`src/hdl/cee_pkg.sv`:
```
// shared types, constants and tables for the covariance ellipse estimator
// used by cee_isqrt and covariance_ellipse_estimator; no dependencies
package cee_pkg;

    // cordic and datapath sizing
    localparam int CORDIC_ITERS = 16;
    localparam int XW    = 44;          // cordic x/y width, signed
    localparam int ZW    = 34;          // cordic angle width, signed, 2^-32 turn
    localparam int RW    = 43;          // projected spread width
    localparam int SW    = 41;          // trace width, Q.8
    localparam int RADW  = 50;          // radicand width, Q.16
    localparam int SIGW  = RADW / 2;    // sigma width, Q.8
    localparam int REMW  = SIGW + 4;    // root remainder width
    localparam int PRODW = 63;          // gain correction product width
    localparam int MULW  = 16 + SIGW;   // size product width

    localparam logic [19:0] INV_GAIN_Q20 = 20'd636750;
    localparam logic [20:0] LEN_MAX      = 21'd2097151;
    localparam logic signed [ZW-1:0] ANG_HALF    = ZW'(64'sd2147483648);
    localparam logic signed [ZW-1:0] ANG_QUARTER = ZW'(64'sd1073741824);
    localparam logic [15:0] ANG_OFFSET = 16'd23040;

    // arctangent of 2^-i in units of 2^-32 turn
    localparam logic [31:0] ATAN_TAB [24] = '{
        32'd536870912, 32'd316933406, 32'd167458907, 32'd85004756,
        32'd42667331,  32'd21354465,  32'd10679838,  32'd5340245,
        32'd2670163,   32'd1335087,   32'd667544,    32'd333772,
        32'd166886,    32'd83443,     32'd41722,     32'd20861,
        32'd10430,     32'd5215,      32'd2608,      32'd1304,
        32'd652,       32'd326,       32'd163,       32'd81
    };

    typedef enum logic [1:0] {
        ST_OK     = 2'd0,
        ST_DEGEN  = 2'd1,
        ST_NEGVAR = 2'd2
    } status_t;

    // context that travels with an item down the pipeline
    typedef struct packed {
        status_t        status;
        logic [15:0]    center_x;
        logic [15:0]    center_y;
        logic           b_zero;
        logic           a_neg;
        logic [XW-1:0]  a_abs;
        logic [SW-1:0]  s16;
        logic [15:0]    angle_deg;
    } pay_t;

endpackage

```
`src/hdl/cee_isqrt.sv`:
```
// pipelined integer square root, one result bit per stage
// depends on cee_pkg for RADW, SIGW and REMW
module cee_isqrt (
    input  logic                     clk,
    input  logic                     en,
    input  logic [cee_pkg::RADW-1:0] rad,
    output logic [cee_pkg::SIGW-1:0] root
);
    import cee_pkg::*;

    logic [RADW-1:0] rad_reg  [SIGW];
    logic [REMW-1:0] rem_reg  [SIGW];
    logic [SIGW-1:0] root_reg [SIGW];

    genvar j;
    generate
        for (j = 0; j < SIGW; j++)
        begin : g_step
            logic [RADW-1:0] rad_in;
            logic [REMW-1:0] rem_in;
            logic [SIGW-1:0] root_in;
            logic [REMW-1:0] rem_t;
            logic [REMW-1:0] trial;

            // stage inputs: port for the first stage, previous stage otherwise
            if (j == 0)
            begin : g_first
                assign rad_in  = rad;
                assign rem_in  = '0;
                assign root_in = '0;
            end
            else
            begin : g_next
                assign rad_in  = rad_reg[j-1];
                assign rem_in  = rem_reg[j-1];
                assign root_in = root_reg[j-1];
            end

            // bring down two radicand bits and try the next root bit
            assign rem_t = {rem_in[REMW-3:0], rad_in[RADW-1 -: 2]};
            assign trial = {{(REMW-2-SIGW){1'b0}}, root_in, 2'b01};

            always_ff @(posedge clk)
            begin
                if (en)
                begin
                    rad_reg[j] <= rad_in << 2;
                    if (rem_t >= trial)
                    begin
                        rem_reg[j]  <= rem_t - trial;
                        root_reg[j] <= {root_in[SIGW-2:0], 1'b1};
                    end
                    else
                    begin
                        rem_reg[j]  <= rem_t;
                        root_reg[j] <= {root_in[SIGW-2:0], 1'b0};
                    end
                end
            end
        end
    endgenerate

    assign root = root_reg[SIGW-1];

endmodule

```
`config.mk`:
```
export PLATFORM = sky130hd
export DESIGN_NAME = cee_isqrt
export DESIGN_NICKNAME = d
export VERILOG_FILES = /design/src/hdl/cee_pkg.sv /design/src/hdl/cee_isqrt.sv
export SDC_FILE = /design/constraint.sdc
export NUM_CORES = 2
export LEC_CHECK = 0
export BUFFER_PORTS_ARGS = -buffer_cell sky130_fd_sc_hd__buf_2
export CORE_ASPECT_RATIO = 0.5
export CORE_MARGIN = 2
export CORE_UTILIZATION = 55
export CTS_BUF_LIST = sky130_fd_sc_hd__clkbuf_4 sky130_fd_sc_hd__clkbuf_8
export DETAILED_ROUTE_END_ITERATION = 7
export HOLD_SLACK_MARGIN = 0.08
export PLACE_DENSITY = 0.68
export SYNTH_ARGS = -nofsm -noshare
export SYNTH_HDL_FRONTEND = slang
export SYNTH_SLANG_ARGS = --single-unit
```
`constraint.sdc`:
```
create_clock -name clk -period 5 [get_ports clk]
set_input_delay 0.25 -clock clk [delete_from_list [all_inputs] [get_ports clk]]
set_output_delay 0.25 -clock clk [all_outputs]
set_load 0.03 [all_outputs]
```
# Word level (Yosys, flattened, before mapping)
# Memory sizes are Yosys's and may differ from the RTL's.
# Cells that the tools add are included.
[totals]
register_bits = 0
latchBits = 0
mem_bits_rw = 2550
romBits = 0
input_bits = 52
out_inout_bits = 25
memories = 3
[mem_list]
columns = ["memory", "words", "width", "rd", "rd_clocked_by_memory_dff", "wr", "line_no", "source"]
rows = [
  ["rad_reg", 25, 48, 24, 0, 25, "cee_isqrt.sv:11", "logic [RADW-1:0] rad_reg [SIGW];"],
  ["rem_reg", 25, 29, 24, 0, 25, "cee_isqrt.sv:12", "logic [REMW-1:0] rem_reg [SIGW];"],
  ["root_reg", 25, 25, 25, 0, 25, "cee_isqrt.sv:13", "logic [SIGW-1:0] root_reg [SIGW];"],
]
[classes]
add_sub_neg = 25
multipliers = 0
div = 0
magnitude_cmp = 25
eq_ne = 0
n_shift = 0
n_mux = 202
bitwise = 50
n_reduce_logical = 0
[op_table]
columns = ["operator", "n"]
rows = [
  ["$mux 29", 25],
  ["$ge 29x27->1", 24],
  ["$sub 29x27->29", 24],
  ["$mux 25", 25],
  ["$mux 1", 152],
  ["$or 1x1->1", 50],
  ["$sub 2x1->3 const B", 1],
  ["$ge 2x1->1 const B", 1],
]

# Longest topological paths before layout
# An unclocked memory read counts as a cell.
[depth]
word_depth = 6
ltp_mapped = 13
ltp_nobuf = 11

# Least setup slack after synthesis
# Ideal clock, no wire load.
[synth_path]
path_type = "reg2reg"
start = "memory rem_reg[2][118] (netlist bit)"
end = "memory rem_reg[2][150] (netlist bit), data pin"
setup_ps = 260
t_arrival_ps = 2850
t_required_ps = 4740
setup_slack_ps = 1890
stages_incl_launch_ff = 10
n_path_buf = 1
synth_period_minus_slack_ps = 3110
path_cell_list = "edfxtp_1 > ha_1 > or3_1 > o221a_2 > o41ai_1 > o21ai_0 > o21ai_0 > o21a_1 > buf_2 > mux2_2"
[synth_rtl]
columns = ["item", "line_no"]
rows = [
  ["from (decl)", "cee_isqrt.sv:12"],
]

==> impl_metrics.yaml <==
setup_path:
  worstSetupPathType: "flip-flop to flip-flop"
  worst_path_largest_cell_delay_ns: 0.70
  r2r_slack_ns: 0.91
  startpoint: "rem_reg[2][175]"
  crit_arrival_ns: 4.75
  ff2ff_path_depth: 9
  crit_path_start_kind: "flip-flop"
  cp_slowest_cell: "o31ai_1"
  cp_max_fo: 7
  cp_data_required_time_ns: 5.66
  rr_endpoint: "rem_reg[2][219]"
  cp_common_cell: "o31ai_1"
  end_kind: "flip-flop"
  crit_chain: "ha_1 -> a21oi_1 -> a211oi_1 -> nor3_1 -> o31ai_1 -> o221ai_1 -> o31ai_1 -> buf_4 -> mux2_2"
  rr_startpoint: "rem_reg[2][175]"
drt:
  dr.pass1.iters: 8
  ant_nets: 0
  routed_wl_um: 141000
  vias: 44500
  viasPerCell: 5.61
  routedWlPerCell_um: 17.8
  drtIter0Drc: 3218
  route.detailed.drc: 0
synth:
  synthDistinctLibCells: 87
  synthesis.area_um2: 72500
  syn-instance-count: 5649
  synthFlopType: "edfxtp_1"
  synthArstFlopShare_pct: 0
  synth_warnings: 0
  synth_edf_count: 1536
  syn_nets: 6054
  ys_ff_latch: 1537
  avgSynthCellArea_um2: 12.8
  ys_seq_area_share_pct: 63.6
layout:
  nNetsFinal: 6369
  design_area_um2: 80500
  largest_reg_flops: 612
  drive_above_1_share_pct: 9.49
  syn_to_final_growth_pct: 11.0
global_routing:
  antenna_found_initial: 2
  top_usage_layer: "met2"
  grt_overflow: 0
  grt_usage_pct: 20.6
  met1_usage_pct: 24.6
  use_met3_pct: 3.28
  grt_first_pass_wirelength_um: 224000
  grt_max_degree: 158
  grtUsageMet2_pct: 36.4
  grt_pass1_vias: 43600
job:
  max_cap_viol_count: 0
placed_design:
  io_buffers: 76
  gp_congestion: 0.925
  place_area_um2: 75100
  dp_hpwl_um: 99800
clocking:
  postCtsSetupRepairBufs: 0
  htree_levels: 4
  cts_buffers: 213
  clk_latency_ns: 0.95
  clkTransAtPathRegs_ns: 0.07
  cts_resized: 0
  cts_tree: "done"
  root_buffer: "clkbuf_8"
  cts.sinks: 1537
  postCtsHoldBufs: 101
  clk_path_buf_depth: 3
timing:
  period_share_pct: 81.8
  worst_pin_slew_ns: 1.18
  rsz0062_at_grt: "false"
  period_needed_ns: 4.09
  max_slew_margin_pct: 21.3
  fin_hold_ws_ns: 0.228
  fin_worst_skew_ns: 0.0567
  finalSetupViolations: 0
  setup_tns_ns: 0
  fmax_mhz: 244
  slew_violations: 0
  final_hold_viol_count: 0
floorplan:
  fp.dieH_um: 261
  ioPinCount: 77
  dieArea_um2: 135000
  die_width_um: 518
  start_util_pct: 55.3
  rows: 94
  coreArea_um2: 131000
power:
  power.leakage_uw: 0.0305
  irDropWorstVdd_uv: 260
  power.density_nw_per_um2: 423
hold_path:
  worstHoldPathType: "input pin to flip-flop"
  hp-start: "rad[48]"
  holdPathStages: 4
  holdPathEnd: "rem_reg[0][0]"
outcome:
  status: "completed"
==> through the flow <==
step                util, %  power, uW  std cells  worst slack (ns)
floorplan                 -      22200       5649              1.89
global placement       57.3      24100       7424              1.06
detailed placement     57.3      24200       7424              1.01
CTS                    61.4      34300       7918             0.930
global route           61.4      35800       7920             0.743
finish                 61.4      34000       7922             0.909
==> Yosys cell counts (14+ instances only) <==
library cell,instances,area (um2)
and2_1,33,206
and3_1,42,263
nand2_1,374,1400
nor2b_1,56,350
nand2b_1,69,432
o21a_1,79,593
a21oi_1,270,1350
clkbuf_1,113,424
a21o_1,110,826
inv_1,449,1690
or4_1,35,263
nor4_1,71,444
nor3_1,153,766
o21ai_0,316,1580
xor2_1,210,1840
xnor2_1,269,2360
nand3b_1,28,210
nand3_1,118,591
nand4b_1,19,166
ha_1,353,4420
o211ai_1,29,218
mux2_2,54,608
nand4_1,60,375
or2_2,23,144
and4_1,14,123
or3_1,76,475
o31a_1,14,123
edfxtp_1,1536,46100
o21bai_1,31,233
a31oi_1,22,138
o31ai_1,33,248
a211oi_1,37,278
nor2_1,325,1220
nor4b_1,18,158
==> logic make-up (layout without fill, tap and decap cells) <==
| kind of cell | Yosys count | count (layout) | share of synthesized area, % |
|---|---|---|---|
| flops | 1537 | 1537 | 63.6 |
| simple gates | 1550 | 1550 | 10.9 |
| mux | 62 | 62 | 0.949 |
| buf+inv | 573 | 1066 | 2.98 |
| xor+xnor | 479 | 479 | 5.79 |
| fa+ha+maj | 353 | 353 | 6.09 |
| compound gates | 1095 | 1095 | 9.62 |
| other cells | 0 | 4 | 0 |
==> power breakdown <==
group	internal, uW	leakage, uW	switching (uW)
registers	16200	0.0148	1000
logic	2930	0.0134	3980
clock network	5050	0.00228	4880
total	24200	0.0305	9860
==> cells in the final DEF, fill, tap and decap left out, drive strengths merged, types with 18 or more instances in the layout <==
cell / count
inv: 459
o211ai: 29
xor2: 210
nor2b: 56
a31oi: 22
nand2b: 69
nand2: 375
o21ai: 318
o31ai: 33
nand3: 118
nor3: 154
edfxtp: 1536
buf: 122
or2: 23
a21oi: 270
and3: 42
nor4b: 18
a21o: 110
o21a: 79
ha: 353
or3: 77
o21bai: 31
mux2: 54
clkinv: 92
clkbuf: 279
nor2: 325
nor4: 73
nand3b: 29
and2: 33
dlygate4sd3: 101
nand4: 60
xnor2: 269
a211oi: 37
nand4b: 19
or4: 37
==> critical path: cells and delay by family (launching register included) <==
kind            cells  cell delay (ns)
compound gates      5             2.23
fa+ha+maj           1             0.42
buf+inv             1             0.29
flops               1             0.41
mux                 1             0.34
simple gates        1             0.13
==> final cells by class <==
| type | count | area, um2 |
|---|---|---|
| multi-input cells | 3539 | 24300 |
| inverters | 450 | 1690 |
| clock inverters | 114 | 868 |
| well taps | 1776 | 2220 |
| flip-flops and latches | 1537 | 46100 |
| diodes | 4 | 10.0 |
| fillers | 9979 | 50600 |
| clock buffers | 279 | 3460 |
| repair buffers | 223 | 1830 |
==> metal layers <==
layer	up-vias	wire length (um)	share of wire, %
met4	0	5920	4.2
li1	21700	-	-
met3	361	5520	3.9
met1	21400	59000	42
met5	-	0	0
met2	1045	70600	50
==> worst max-delay path by stage <==
stage	end	slack, ns	cells after the start
after floorplan	rem_reg[2][150]	1.89	9
after global placement	rem_reg[2][219]	1.06	9
after detailed placement	rem_reg[2][223]	1.01	9
after CTS	rem_reg[2][219]	0.93	9
after global routing	rem_reg[2][219]	0.74	9
final	rem_reg[2][219]	0.91	9
Power figures use the tool's default switching activity.
